`src/sv/ttacc_pkg.sv`:
```
// Shared types, constants and codes of the triangle tangent accumulator.
// No dependencies; every other file uses it by scoped names.
`default_nettype none
package ttacc_pkg;

    localparam int VERT_DEPTH = 4096;
    localparam int IDX_W      = 12;
    localparam int POS_W      = 32;
    localparam int UV_W       = 16;
    localparam int SUM_W      = 48;
    localparam int TAN_W      = 16;
    localparam int DUV_W      = UV_W + 1;
    localparam int E_W        = POS_W + 1;
    localparam int DET_W      = 2 * DUV_W + 1;
    localparam int NP_W       = DUV_W + E_W;
    localparam int NUM_W      = NP_W + 1;
    localparam int DIV_NW     = 62;
    localparam int DIV_DW     = DET_W;
    localparam int DIV_CW     = 6;
    localparam int NORM_W     = 30;
    localparam int SQ_W       = 2 * NORM_W + 2;
    localparam int ROOT_W     = SQ_W / 2;
    localparam int SQ_CW      = 5;

    // Input operation codes
    localparam logic [1:0] OP_LOAD = 2'd0;
    localparam logic [1:0] OP_TRI  = 2'd1;
    localparam logic [1:0] OP_READ = 2'd2;
    localparam logic [1:0] OP_NOP  = 2'd3;

    // Result status codes
    localparam logic [1:0] ST_OK   = 2'd0;
    localparam logic [1:0] ST_SKIP = 2'd1;
    localparam logic [1:0] ST_ZERO = 2'd2;

    // Datapath micro-operations
    localparam logic [4:0] DP_NOP    = 5'd0;
    localparam logic [4:0] DP_LOAD   = 5'd1;
    localparam logic [4:0] DP_RD_A   = 5'd2;
    localparam logic [4:0] DP_RD_B   = 5'd3;
    localparam logic [4:0] DP_RD_C   = 5'd4;
    localparam logic [4:0] DP_UVMUL  = 5'd5;
    localparam logic [4:0] DP_DET    = 5'd6;
    localparam logic [4:0] DP_CLR    = 5'd7;
    localparam logic [4:0] DP_NMUL   = 5'd8;
    localparam logic [4:0] DP_NUM    = 5'd9;
    localparam logic [4:0] DP_TDIV   = 5'd10;
    localparam logic [4:0] DP_TSTORE = 5'd11;
    localparam logic [4:0] DP_SUMRD  = 5'd12;
    localparam logic [4:0] DP_SUMWR  = 5'd13;
    localparam logic [4:0] DP_VRD    = 5'd14;
    localparam logic [4:0] DP_MAG    = 5'd15;
    localparam logic [4:0] DP_MAX    = 5'd16;
    localparam logic [4:0] DP_SHIFT  = 5'd17;
    localparam logic [4:0] DP_SQ     = 5'd18;
    localparam logic [4:0] DP_SQACC  = 5'd19;
    localparam logic [4:0] DP_SQRT   = 5'd20;
    localparam logic [4:0] DP_UDIV   = 5'd21;
    localparam logic [4:0] DP_USTORE = 5'd22;
    localparam logic [4:0] DP_RES    = 5'd23;

    typedef struct packed {
        logic [4:0] uop;
        logic [1:0] status;
    } t_cmd;

    typedef struct packed {
        logic [1:0] op;
        logic       idx_ok;
        logic       tri_ok;
        logic       det_zero;
        logic       m_zero;
        logic       shift_done;
        logic       k_last;
        logic       j_last;
        logic       div_done;
        logic       sqrt_done;
    } t_stat;

    function automatic logic f_idx_ok(input logic [IDX_W-1:0] idx);
        return (32'(idx) < 32'(VERT_DEPTH));
    endfunction

endpackage
`default_nettype wire

```
`src/sv/ttacc_ctrl.sv`:
```
// Controller state machine: sequences the datapath and owns both handshakes.
// Depends on ttacc_pkg for command and status types.
`default_nettype none
module ttacc_ctrl (
    input  wire logic             i_clk,
    input  wire logic             i_rst_n,
    input  wire logic             i_in_valid,
    output logic                  o_in_ready,
    output logic                  o_out_valid,
    input  wire logic             i_out_ready,
    input  wire ttacc_pkg::t_stat i_stat,
    output ttacc_pkg::t_cmd       o_cmd
);
    localparam logic [4:0] S_IDLE   = 5'd0;
    localparam logic [4:0] S_DISP   = 5'd1;
    localparam logic [4:0] S_LOAD   = 5'd2;
    localparam logic [4:0] S_RD_A   = 5'd3;
    localparam logic [4:0] S_RD_B   = 5'd4;
    localparam logic [4:0] S_RD_C   = 5'd5;
    localparam logic [4:0] S_RD_W   = 5'd6;
    localparam logic [4:0] S_UVMUL  = 5'd7;
    localparam logic [4:0] S_DET    = 5'd8;
    localparam logic [4:0] S_DETCHK = 5'd9;
    localparam logic [4:0] S_NMUL   = 5'd10;
    localparam logic [4:0] S_NUM    = 5'd11;
    localparam logic [4:0] S_TDIV   = 5'd12;
    localparam logic [4:0] S_TWAIT  = 5'd13;
    localparam logic [4:0] S_SUMRD  = 5'd14;
    localparam logic [4:0] S_SUMWR  = 5'd15;
    localparam logic [4:0] S_VRD    = 5'd16;
    localparam logic [4:0] S_MAG    = 5'd17;
    localparam logic [4:0] S_MAX    = 5'd18;
    localparam logic [4:0] S_ZCHK   = 5'd19;
    localparam logic [4:0] S_SHIFT  = 5'd20;
    localparam logic [4:0] S_SQ     = 5'd21;
    localparam logic [4:0] S_SQACC  = 5'd22;
    localparam logic [4:0] S_SQRT   = 5'd23;
    localparam logic [4:0] S_SQWAIT = 5'd24;
    localparam logic [4:0] S_UDIV   = 5'd25;
    localparam logic [4:0] S_UWAIT  = 5'd26;
    localparam logic [4:0] S_RES    = 5'd27;

    logic [4:0] r_state, n_state;
    logic [1:0] r_status, n_status;
    logic       r_oval, n_oval;
    logic [4:0] w_uop;

    always_comb begin
        n_state  = r_state;
        n_status = r_status;
        w_uop    = ttacc_pkg::DP_NOP;
        unique case (r_state)
            S_IDLE: begin
                if (i_in_valid) n_state = S_DISP;
            end
            S_DISP: begin
                n_status = ttacc_pkg::ST_OK;
                unique case (i_stat.op)
                    ttacc_pkg::OP_LOAD: n_state = S_LOAD;
                    ttacc_pkg::OP_TRI: begin
                        if (i_stat.tri_ok) begin
                            n_state = S_RD_A;
                        end else begin
                            n_status = ttacc_pkg::ST_SKIP;
                            n_state  = S_RES;
                        end
                    end
                    ttacc_pkg::OP_READ: begin
                        if (i_stat.idx_ok) begin
                            n_state = S_VRD;
                        end else begin
                            n_status = ttacc_pkg::ST_ZERO;
                            n_state  = S_RES;
                        end
                    end
                    default: n_state = S_RES;
                endcase
            end
            S_LOAD: begin
                w_uop   = ttacc_pkg::DP_LOAD;
                n_state = S_RES;
            end
            S_RD_A: begin
                w_uop   = ttacc_pkg::DP_RD_A;
                n_state = S_RD_B;
            end
            S_RD_B: begin
                w_uop   = ttacc_pkg::DP_RD_B;
                n_state = S_RD_C;
            end
            S_RD_C: begin
                w_uop   = ttacc_pkg::DP_RD_C;
                n_state = S_RD_W;
            end
            S_RD_W: n_state = S_UVMUL;
            S_UVMUL: begin
                w_uop   = ttacc_pkg::DP_UVMUL;
                n_state = S_DET;
            end
            S_DET: begin
                w_uop   = ttacc_pkg::DP_DET;
                n_state = S_DETCHK;
            end
            S_DETCHK: begin
                if (i_stat.det_zero) begin
                    n_status = ttacc_pkg::ST_SKIP;
                    n_state  = S_RES;
                end else begin
                    w_uop   = ttacc_pkg::DP_CLR;
                    n_state = S_NMUL;
                end
            end
            S_NMUL: begin
                w_uop   = ttacc_pkg::DP_NMUL;
                n_state = S_NUM;
            end
            S_NUM: begin
                w_uop   = ttacc_pkg::DP_NUM;
                n_state = S_TDIV;
            end
            S_TDIV: begin
                w_uop   = ttacc_pkg::DP_TDIV;
                n_state = S_TWAIT;
            end
            S_TWAIT: begin
                if (i_stat.div_done) begin
                    w_uop   = ttacc_pkg::DP_TSTORE;
                    n_state = i_stat.k_last ? S_SUMRD : S_NMUL;
                end
            end
            S_SUMRD: begin
                w_uop   = ttacc_pkg::DP_SUMRD;
                n_state = S_SUMWR;
            end
            S_SUMWR: begin
                w_uop   = ttacc_pkg::DP_SUMWR;
                n_state = i_stat.j_last ? S_RES : S_SUMRD;
            end
            S_VRD: begin
                w_uop   = ttacc_pkg::DP_VRD;
                n_state = S_MAG;
            end
            S_MAG: begin
                w_uop   = ttacc_pkg::DP_MAG;
                n_state = S_MAX;
            end
            S_MAX: begin
                w_uop   = ttacc_pkg::DP_MAX;
                n_state = S_ZCHK;
            end
            S_ZCHK: begin
                if (i_stat.m_zero) begin
                    n_status = ttacc_pkg::ST_ZERO;
                    n_state  = S_RES;
                end else begin
                    n_state = S_SHIFT;
                end
            end
            S_SHIFT: begin
                if (i_stat.shift_done) n_state = S_SQ;
                else                   w_uop   = ttacc_pkg::DP_SHIFT;
            end
            S_SQ: begin
                w_uop   = ttacc_pkg::DP_SQ;
                n_state = S_SQACC;
            end
            S_SQACC: begin
                w_uop   = ttacc_pkg::DP_SQACC;
                n_state = i_stat.k_last ? S_SQRT : S_SQ;
            end
            S_SQRT: begin
                w_uop   = ttacc_pkg::DP_SQRT;
                n_state = S_SQWAIT;
            end
            S_SQWAIT: begin
                if (i_stat.sqrt_done) n_state = S_UDIV;
            end
            S_UDIV: begin
                w_uop   = ttacc_pkg::DP_UDIV;
                n_state = S_UWAIT;
            end
            S_UWAIT: begin
                if (i_stat.div_done) begin
                    w_uop   = ttacc_pkg::DP_USTORE;
                    n_state = i_stat.k_last ? S_RES : S_UDIV;
                end
            end
            S_RES: begin
                // hold until the result register is free
                if (!r_oval || i_out_ready) begin
                    w_uop   = ttacc_pkg::DP_RES;
                    n_state = S_IDLE;
                end
            end
            default: n_state = S_IDLE;
        endcase
    end

    always_comb begin
        if (w_uop == ttacc_pkg::DP_RES) n_oval = 1'b1;
        else if (i_out_ready)           n_oval = 1'b0;
        else                            n_oval = r_oval;
    end

    always_ff @(posedge i_clk) begin
        if (!i_rst_n) begin
            r_state  <= S_IDLE;
            r_status <= ttacc_pkg::ST_OK;
            r_oval   <= 1'b0;
        end else begin
            r_state  <= n_state;
            r_status <= n_status;
            r_oval   <= n_oval;
        end
    end

    assign o_in_ready   = (r_state == S_IDLE);
    assign o_out_valid  = r_oval;
    assign o_cmd.uop    = w_uop;
    assign o_cmd.status = r_status;

`ifndef SYNTHESIS
    a_accept_disp: assert property (@(posedge i_clk) disable iff (!i_rst_n)
        (i_in_valid && o_in_ready) |=> (r_state == S_DISP))
        else $error("accepted beat did not start dispatch");
    a_rise_from_res: assert property (@(posedge i_clk) disable iff (!i_rst_n)
        $rose(o_out_valid) |-> ($past(r_state) == S_RES))
        else $error("result raised outside result state");
    a_no_overwrite: assert property (@(posedge i_clk) disable iff (!i_rst_n)
        (r_state == S_RES && o_out_valid && !i_out_ready) |=> (r_state == S_RES))
        else $error("pending result overwritten");
`endif
endmodule
`default_nettype wire

```
`config.mk`:
```
export PLATFORM = sky130hd
export DESIGN_NAME = ttacc_ctrl
export DESIGN_NICKNAME = d
export VERILOG_FILES = /design/src/sv/ttacc_pkg.sv /design/src/sv/ttacc_ctrl.sv
export SDC_FILE = /design/constraint.sdc
export NUM_CORES = 1
export LEC_CHECK = 0
export BUFFER_PORTS_ARGS = -buffer_cell sky130_fd_sc_hd__clkbuf_2
export CAP_MARGIN = 10
export CORE_MARGIN = 5
export CORE_UTILIZATION = 54
export CTS_CLUSTER_SIZE = 14
export DETAILED_ROUTE_END_ITERATION = 6
export GPL_TIMING_DRIVEN = 0
export PLACE_DENSITY = 0.79
export SLEW_MARGIN = 40
export SYNTH_ARGS = -nofsm -noshare
export SYNTH_HDL_FRONTEND = slang
export SYNTH_SLANG_ARGS = --single-unit
```
`constraint.sdc`:
```
create_clock -name i_clk -period 1.9 [get_ports i_clk]
set_input_delay 0.095 -clock i_clk [delete_from_list [all_inputs] [get_ports i_clk]]
set_output_delay 0.095 -clock i_clk [all_outputs]
set_load 0.01 [all_outputs]
```
==> flow_summary_export.csv, run 1 <==
group,metric,value,unit
run_status,outcome,"complete, but fails checks",
run_status,failed_checks,"negative setup slack",
global_route,grt_pass1_vias,1394,
logic_synthesis,ys_seq_area_share,14.0,%
logic_synthesis,synth_area,1150,um2
global_route,grt_max_degree,11,
drt,avgRoutedWirePerCell,18.4,um
sta,fin_ws,-87.6,ps
placement,io_buffers,22,
clock_tree,cts_tree,"yes",
floorplanning,pin_count,24,
sta,hold_viol,0,
logic_synthesis,synth_top_area_share,14.0,%
setup_path,cp-start-kind,"flip-flop",
global_route,antenna_found_initial,0,
clock_tree,path_clk_slew,50,ps
clock_tree,cts.sinks,8,
logic_synthesis,synth-edff-count,0,
clock_tree,cts_root_buf,"clkbuf_4",
min_path,min_from,"i_out_ready",
setup_path,endpoint_kind,"primary output",
sta,setup_viol,6,
floorplanning,start_util,57.3,%
drt,num_vias,1545,
clock_tree,h-tree-depth,1,
logic_synthesis,async_flop_share,0,%
sta,period_needed,1990,ps
drt,drt-initial-drc-count,161,
setup_path,crit_type,"reg -> out",
floorplanning,dieArea,3150,um2
drt,ant_nets,0,
sta,tns,-213,ps
power,ir_worst_vdd,0.996,mV
clock_tree,hold_buffers,0,
logic_synthesis,ys_ff_latch,8,
setup_path,cp_max_fo,8,
finish,area_delta_synth_final,32.1,%
floorplanning,num_rows,16,
min_path,hold_depth,3,
finish,drive_gt1_share,35.9,%
drt,drc,0,
placement,place_congestion,0.953,
logic_synthesis,synth_area_leader_cell,"dfxtp_1",
clock_tree,insertion_delay,240,ps
min_path,min_to,"o_out_valid",
global_route,grt_pass1_wl,6.30,mm
drt,drt-pass1-iter-count,5,
power,cellPowerDensity,1450,nW/um2
clock_tree,numCtsBuffers,3,
setup_path,reg2reg_slack,-20,ps
sta,tightest_slew,377,ps
logic_synthesis,yosysUniqueCellTypes,54,
logic_synthesis,ys_warn_count,0,
drt,viasPerCell,6.87,
setup_path,rr_startpoint,"r_state[2]",
logic_synthesis,synth_nets,184,
power,leakage,0.624,nW
finish,insertedDiodeCount,0,
flow_run,max_cap_viol_count,0,
floorplanning,die_w,56.1,um
sta,worst_clock_skew,0.103,ps
sta,period_share,105,%
sta,maxSlewHeadroom,74.7,%
finish,nets,219,
min_path,hold_path_class,"in -> reg",
placement,post-dp-hpwl,2.84,mm
setup_path,r2r_end,"r_state[1]",
global_route,grt_overflow_total,0,
floorplanning,core_area,2000,um2
sta,fmax,0.503,GHz
logic_synthesis,synth_cells,165,
global_route,grt_usage,24.1,%
sta,rsz0062_at_grt,"true",
setup_path,cp.required,1800,ps
sta,slew_violations,0,
clock_tree,ctsLongestPathBuffers,2,
logic_synthesis,synthFlopType,"dfxtp_1",
logic_synthesis,synth.avg_cell_area,6.95,um2
setup_path,arrival,1890,ps
floorplanning,die_h,56.1,um
logic_synthesis,ys_top_cells_by_area,"dfxtp_1 (14%), nand2_1 (4.9%), o21ai_0 (4.8%), a21oi_1 (4.4%), a32o_1 (4.4%)",
drt,wirelength,4.14,mm
finish,utilization,75.7,%
setup_path,reg2reg_depth,7,
-- final cells by class --
cell class,count,area (um2)
well taps,27,33.8
flip-flops and latches,8,171
inverters,5,18.8
repair buffers,31,175
clock buffers,3,22.5
multi-input cells,135,931
fillers,165,487
plain buffers,16,163
-- critical path, cell delays in order, from the launching register on --
cell and delay, ps:
dfxtp_4 370, buf_8 130, buf_8 120, nor2_2 40, a211o_1 240, o31ai_1 320
nand2_1 170, o221ai_1 100, buf_2 160
-- cells in the mapped netlist, drive strengths merged (2+ instances only) --
| cell | instances |
|---|---|
| nor2 | 13 |
| nand2 | 15 |
| a221oi | 2 |
| ha | 4 |
| o21a | 2 |
| and2 | 2 |
| dfxtp | 8 |
| a211oi | 2 |
| clkbuf | 6 |
| nand3b | 3 |
| or2 | 3 |
| or3b | 2 |
| o22ai | 5 |
| o31ai | 4 |
| a31oi | 2 |
| a32o | 5 |
| o211ai | 2 |
| or3 | 4 |
| a32oi | 2 |
| nand2b | 5 |
| nor3 | 2 |
| inv | 4 |
| nor2b | 5 |
| nand4b | 2 |
| nand3 | 3 |
| nor3b | 3 |
| o2bb2ai | 3 |
| buf | 11 |
| a21oi | 10 |
| o21ai | 11 |
-- power by group --
group	internal, mW	switching (mW)
Sequential	0.246	0.0723
Combinational	0.794	0.975
Clock	0.0714	0.0454
Total	1.11	1.09
-- cell usage in the layout, fill, tap and decap left out, types with 2 or more instances in the layout --
| cell | synthesis | layout |
|---|---|---|
| clkbuf_2 | 0 | 19 |
| nand2_1 | 15 | 15 |
| buf_4 | 0 | 12 |
| nor2_1 | 13 | 12 |
| a21oi_1 | 10 | 9 |
| o21ai_0 | 11 | 8 |
| buf_6 | 1 | 5 |
| o22ai_1 | 5 | 5 |
| a32o_1 | 5 | 5 |
| buf_2 | 6 | 5 |
| buf_8 | 0 | 4 |
| clkbuf_4 | 0 | 4 |
| nor2b_1 | 5 | 4 |
| nand2b_1 | 5 | 4 |
| or3_1 | 4 | 4 |
| ha_1 | 4 | 4 |
| inv_1 | 4 | 3 |
| o21ai_1 | 0 | 3 |
| o2bb2ai_1 | 3 | 3 |
| nand3_1 | 3 | 3 |
| nor3b_1 | 3 | 3 |
| o31ai_1 | 4 | 3 |
| nand3b_1 | 3 | 3 |
| dfxtp_1 | 8 | 3 |
| dfxtp_2 | 0 | 3 |
| and2_1 | 2 | 2 |
| o21a_1 | 2 | 2 |
| a31oi_1 | 2 | 2 |
| or2_2 | 2 | 2 |
| nand4b_1 | 2 | 2 |
| o211ai_1 | 2 | 2 |
| a221oi_1 | 2 | 2 |
| dfxtp_4 | 0 | 2 |
-- flip-flops by register name, summed over array words and instances (netlist names) --
signal and cells:
r_state 5, r_status 2, o_out_valid 1
-- worst max path at each step --
stage                             end  cells after the start  slack [ps]  startpoint
after floorplan           r_status[0]                      6         110  r_state[2]
after CTS                  r_state[0]                      6           8  r_state[1]
final                        o_cmd[4]                      8         -90  r_state[0]
after global routing         o_cmd[6]                      8         -80  r_state[0]
after global placement       o_cmd[4]                      9        -180  r_state[3]
after detailed placement     o_cmd[6]                      9        -220  r_state[3]
-- repair_timing --
action                                 in CTS  in global routing
cloned                                      0                  1
endpoints found under the hold margin       0                  0
resized for setup                          30                 28
setup endpoints to repair                  12                 10
pin swaps                                   0                  4
buffers inserted                            0                  8
-- per-layer routing --
metal  global-route usage, %  vias to the layer above  share of wire (%)
met5                       0                        -                  0
met4                    12.2                        0                5.6
met3                    5.34                       38                 13
met2                    37.6                      134                 43
met1                    30.9                      681                 38
li1                        -                      692                  -
-- cell families (layout without fill, tap and decap cells) --
kind of cell    count (synthesis)  after routing  share of synthesized area, %
compound gates                 61             61                          38.1
xor+xnor                        2              2                          1.53
simple gates                   68             68                          33.6
buf+inv                        22             55                          8.50
flops                           8              8                          14.0
fa+ha+maj                       4              4                          4.36
-- metrics by stage --
step	worst slack, ps	instances	power [mW]	area (um2)	hold slack, ps
2_1_floorplan	115	165	1.30	1150	334
3_3_place_gp	-178	214	1.68	1290	472
3_5_place_dp	-216	214	1.70	1290	480
4_1_cts	8.37	216	1.93	1380	223
5_1_grt	-80.6	225	2.35	1520	256
6_report	-87.6	225	2.20	1520	234
No activity file was read; power rests on OpenSTA's default activity.
==> inputs of run 2 (changes only) <==
- BUFFER_PORTS_ARGS: -buffer_cell sky130_fd_sc_hd__clkbuf_2 -> -buffer_cell sky130_fd_sc_hd__buf_2
- PLACE_DENSITY: 0.79 -> 0.76
- REMOVE_ABC_BUFFERS: not set -> 1
==> run 2 against run 1 <==
  * The run now ends clean
  * Hold slack worse by 66 ps
  * Non-clock buffer count is 13 lower
  * Register-to-register slack improved by 50 ps
  * Highest routed layer unchanged
==> flow_summary_export.csv, run 2 (same netlist as run 1, synthesis figures left out) <==
group,metric,value,unit
global_route,grt_usage,21.4,%
global_route,grt_pass1_vias,1212,
power,cellPowerDensity,1410,nW/um2
clock_tree,cts_tree,"yes",
floorplanning,dieArea,3150,um2
finish,fillers,189,
drt,drt-pass1-iter-count,4,
drt,viasPerCell,6.78,
clock_tree,h-tree-depth,1,
global_route,grt_overflow_total,0,
finish,drive_gt1_share,28.6,%
placement,post-dp-hpwl,2.23,mm
sta,maxSlewHeadroom,69.0,%
finish,insertedDiodeCount,0,
setup_path,cp-startpoint,"r_state[2]",
power,p_int,930,uW
sta,slew_violations,0,
sta,hold_ws,168,ps
clock_tree,cts.sinks,8,
sta,fin_ws,30.3,ps
placement,io_buffers,23,
placement,pre_cts_ws,-486,ps
sta,tightest_slew,462,ps
flow_run,max_cap_viol_count,0,
drt,drt-initial-drc-count,131,
run_status,outcome,"finished, final reports clean",
finish,final_common_cell,"buf_2",
floorplanning,die_h,56.1,um
power,seqPwrFrac,22.8,%
min_path,hold_path_class,"in -> reg",
setup_path,rr_startpoint,"r_state[2]",
finish,fin_cells,212,
sta,hold_viol,0,
power,combPwrFrac,70.9,%
power,p_clk_share,6.3,%
clock_tree,ctsLongestPathBuffers,2,
finish,utilization,68.2,%
setup_path,crit_type,"reg -> reg",
finish,largest_reg_flops,5,
placement,place_congestion,0.865,
global_route,grt_pass1_wl,5.67,mm
sta,period_needed,1870,ps
power,switching_share,51.5,%
finish,largest_register,"r_state",
finish,area_delta_synth_final,19.0,%
sta,worst_clock_skew,2.64,ps
sta,fmax,0.535,GHz
floorplanning,pin_count,24,
sta,period_share,98.4,%
min_path,min_from,"i_rst_n",
sta,setup_viol,0,
floorplanning,num_rows,16,
power,leakage,0.548,nW
global_route,antenna_found_initial,0,
setup_path,cp_max_fo,10,
floorplanning,die_w,56.1,um
clock_tree,numCtsBuffers,3,
clock_tree,insertion_delay,250,ps
placement,dpl-instance-area,1220,um2
floorplanning,start_util,57.3,%
clock_tree,path_clk_slew,50,ps
setup_path,arrival,2010,ps
placement,dp.cells,198,
power,p_sw,989,uW
power,ir_worst_vdd,1.04,mV
drt,avgRoutedWirePerCell,17.8,um
setup_path,cp.required,2040,ps
drt,drc,0,
drt,num_vias,1438,
finish,final_cell_area,1370,um2
finish,nets,206,
finish,layout_common_cells,"buf_2 (23), nand2_1 (15), nor2_1 (13)",
drt,wirelength,3.76,mm
clock_tree,cts_root_buf,"clkbuf_4",
setup_path,endpoint_kind,"flip-flop",
setup_path,cp-start-kind,"flip-flop",
drt,ant_nets,0,
floorplanning,core_area,2000,um2
global_route,grt_max_degree,27,
clock_tree,hold_buffers,0,
[run 2: changes by cell type in the layout (fill, tap and decap cells not counted), moves of 3 or more]
| cell | before | now |
|---|---|---|
| clkbuf_2 | 19 | 0 |
| buf_2 | 5 | 23 |
| buf_8 | 4 | 0 |
| buf_4 | 12 | 9 |
| buf_6 | 5 | 2 |
| dfxtp_2 | 3 | 0 |
| dfxtp_4 | 2 | 5 |
| o21ai_0 | 8 | 11 |
| o21ai_1 | 3 | 0 |
[run 2: timing repair]
item / in CTS / in global routing
gates cloned: 0 / 0
setup buffers: 4 / 7
gates resized for setup: 8 / 5
hold endpoints to repair: 0 / 0
pin swaps: 0 / 3
setup endpoints to repair: 11 / 7
[run 2: final cells by class]
cell class                      instances  area [um2]  area share, %
Clock buffer                            3        22.5           1.65
Timing Repair Buffer                   34         205           15.0
Sequential cell                         8         179           13.1
Tap cell                               27        33.8           2.47
Inverter                                5        20.0           1.47
Multi-Input combinational cell        135         905           66.3
[run 2: power by group through the flow]
stage	registers (mW)	logic, mW	clock network (mW)
3_5_place_dp	0.535	1.03	0
4_1_cts	0.458	1.20	0.129
6_report	0.437	1.36	0.121
5_1_grt	0.453	1.45	0.140
3_3_place_gp	0.521	1.02	0
2_1_floorplan	0.453	0.765	0
[run 2: final timing paths]
check                           slack [ps]  cells past startpoint           to
worst max-delay path                    30                      6  r_status[0]
worst min-delay path                   170                      2  o_out_valid
worst max register to register          30                      6  r_status[0]
worst min register to register         500                      1  r_status[0]
[run 2: layer usage]
layer	vias up	track usage, %	wire (um)
met5	-	0	0
met4	0	6.78	55
met3	8	2.55	436
met2	114	34.6	1800
met1	649	29.3	1470
li1	667	-	-
[run 2: critical path, cell delays in order (launching register included)]
cell and delay [ps]:
dfxtp_4 350, buf_6 140, or3b_4 370, or2_4 240
a31o_1 220, or3_1 300, o211a_1 130
[run 2: through the flow]
step	power [mW]	setup TNS, ps
4_1_cts	1.79	0
6_report	1.92	0
3_3_place_gp	1.54	-4450
3_5_place_dp	1.57	-3520
5_1_grt	2.05	-20.1
2_1_floorplan	1.22	-1650
==> inputs of run 3 (changes only) <==
- PLACE_DENSITY: 0.76 -> 0.84
==> run 3 against run 2 <==
  * Combinational power about the same
  * Register-to-register slack about the same
  * Critical path depth decreased by 1
  * Clock power increased by 3%
  * Maximum frequency decreased by 0.36%
  * Non-clock buffer count decreased by 1
  * Sequential cell count unchanged
  * First-iteration DRC count decreased by 29%
  * Hold slack got worse by 5.0 ps
  * Highest routed layer unchanged
==> flow_summary_export.csv, run 3 (same netlist as run 1, synthesis figures left out) <==
group,metric,value,unit
setup_path,cp.required,2050,ps
drt,avgRoutedWirePerCell,17.7,um
setup_path,r2r_end,"r_status[0]",
finish,final_cell_area,1350,um2
global_route,grt_max_degree,27,
power,seqPwrFrac,22.8,%
clock_tree,numCtsBuffers,3,
finish,nets,205,
flow_run,max_cap_viol_count,0,
power,ir_worst_vdd,1.03,mV
setup_path,rr_startpoint,"r_state[4]",
global_route,grt_overflow_total,0,
clock_tree,h-tree-depth,1,
clock_tree,ctsLongestPathBuffers,2,
placement,dp.cells,198,
drt,drt-initial-drc-count,93,
drt,viasPerCell,6.96,
setup_path,endpoint_kind,"flip-flop",
floorplanning,num_rows,16,
power,p_int,931,uW
power,combPwrFrac,70.8,%
clock_tree,cts_root_buf,"clkbuf_4",
global_route,antenna_found_initial,0,
sta,worst_clock_skew,3.16,ps
floorplanning,dieArea,3150,um2
sta,period_share,98.8,%
drt,ant_nets,0,
power,p_sw,997,uW
sta,fmax,0.533,GHz
setup_path,crit_family,"simple AND/OR/NAND/NOR gates",
placement,dpl-instance-area,1220,um2
setup_path,arrival,2020,ps
min_path,hold_path_class,"in -> reg",
setup_path,critPathMaxStageDelay,440,ps
floorplanning,core_area,2000,um2
setup_path,cp_max_fo,14,
sta,setup_viol,0,
power,p_clk_share,6.5,%
floorplanning,die_w,56.1,um
finish,final_common_cell,"buf_2",
setup_path,cp.buffers_inverters,0,
finish,area_delta_synth_final,18.0,%
setup_path,reg2reg_slack,20,ps
finish,insertedDiodeCount,0,
floorplanning,pin_count,24,
global_route,grt_usage,22.3,%
setup_path,cp-start-kind,"flip-flop",
clock_tree,path_clk_slew,50,ps
run_status,outcome,"finished, final reports clean",
drt,num_vias,1468,
setup_path,reg2reg_depth,5,
setup_path,crit_slowest_cell,"dfxtp_4",
global_route,grt_pass1_wl,5.86,mm
finish,drive_gt1_share,28.3,%
sta,tightest_slew,429,ps
sta,slew_violations,0,
drt,drt-pass1-iter-count,5,
sta,period_needed,1880,ps
setup_path,crit_type,"reg -> reg",
floorplanning,die_h,56.1,um
sta,maxSlewHeadroom,71.2,%
finish,fin_cells,211,
placement,place_congestion,0.925,
sta,hold_viol,0,
finish,largest_reg_flops,5,
sta,rsz0062_at_grt,"true",
setup_path,cp_cell_sequence,"or3b_4 > or2_4 > a31o_1 > or3_1 > o211a_1",
finish,layout_common_cells,"buf_2 (23), nand2_1 (15), nor2_1 (13)",
placement,io_buffers,23,
drt,wirelength,3.74,mm
setup_path,crit_end,"r_status[0]",
floorplanning,start_util,57.3,%
power,p_total,1.93,mW
finish,largest_register,"r_state",
setup_path,crit_cells,5,
clock_tree,insertion_delay,250,ps
power,leakage,0.542,nW
global_route,grt_pass1_vias,1281,
power,cellPowerDensity,1420,nW/um2
setup_path,cp-startpoint,"r_state[4]",
power,switching_share,51.7,%
placement,post-dp-hpwl,2.27,mm
clock_tree,cts.sinks,8,
drt,drc,0,
clock_tree,cts_tree,"yes",
run 3: routing by layer:
layer	wire [um]	GRT usage [%]
met2	1690	33.1
met4	103	13.2
met3	480	4.64
met1	1470	29.4
met5	0	0
run 3: worst min path at each step:
stage	startpoint	depth (start not counted)	slack (ps)	end
after floorplan	i_rst_n	1	210	o_out_valid
after global placement	i_rst_n	2	410	o_out_valid
after detailed placement	i_rst_n	2	420	o_out_valid
after CTS	i_rst_n	2	150	r_status[0]
after global routing	i_rst_n	2	160	r_status[0]
final	i_rst_n	2	160	r_status[0]
run 3: worst register-to-register path: cells and delay by family, from the launching register on:
| family | cells | cell delay (ps) |
|---|---|---|
| AOI/OAI and AO/OA | 2 | 350 |
| and+or+nand+nor | 3 | 990 |
| DFF | 1 | 440 |
run 3: repair_timing:
action	4_1_cts	5_1_grt
setup endpoints to repair	12	8
setup buffers	4	6
hold endpoints to repair	0	0
hold buffers	0	0
pin swaps	0	3
resized for setup	12	1
run 3: area by class of cell:
cell class,instances,area (um2)
Multi-Input combinational cell,135,905
Fill cell,178,648
Timing Repair Buffer,33,194
Sequential cell,8,179
Tap cell,27,33.8
Clock buffer,3,22.5
Inverter,5,20.0
run 3: power groups by stage:
stage / Clock (mW) / Combinational (mW) / Sequential [mW]
global placement: 0 / 1.01 / 0.515
global route: 0.143 / 1.47 / 0.453
finish: 0.125 / 1.36 / 0.439
CTS: 0.131 / 1.21 / 0.463
detailed placement: 0 / 1.04 / 0.527
floorplan: 0 / 0.765 / 0.453
run 3: through the flow:
stage | util (%) | worst slack [ps] | hold slack (ps) | TNS (ps)
6_report | 67.6 | 23.6 | 163 | 0
5_1_grt | 67.6 | -35.7 | 161 | -73.3
4_1_cts | 65.2 | 23.6 | 151 | 0
3_5_place_dp | 60.9 | -561 | 416 | -4070
3_3_place_gp | 60.8 | -541 | 407 | -4140
2_1_floorplan | - | -276 | 213 | -1650
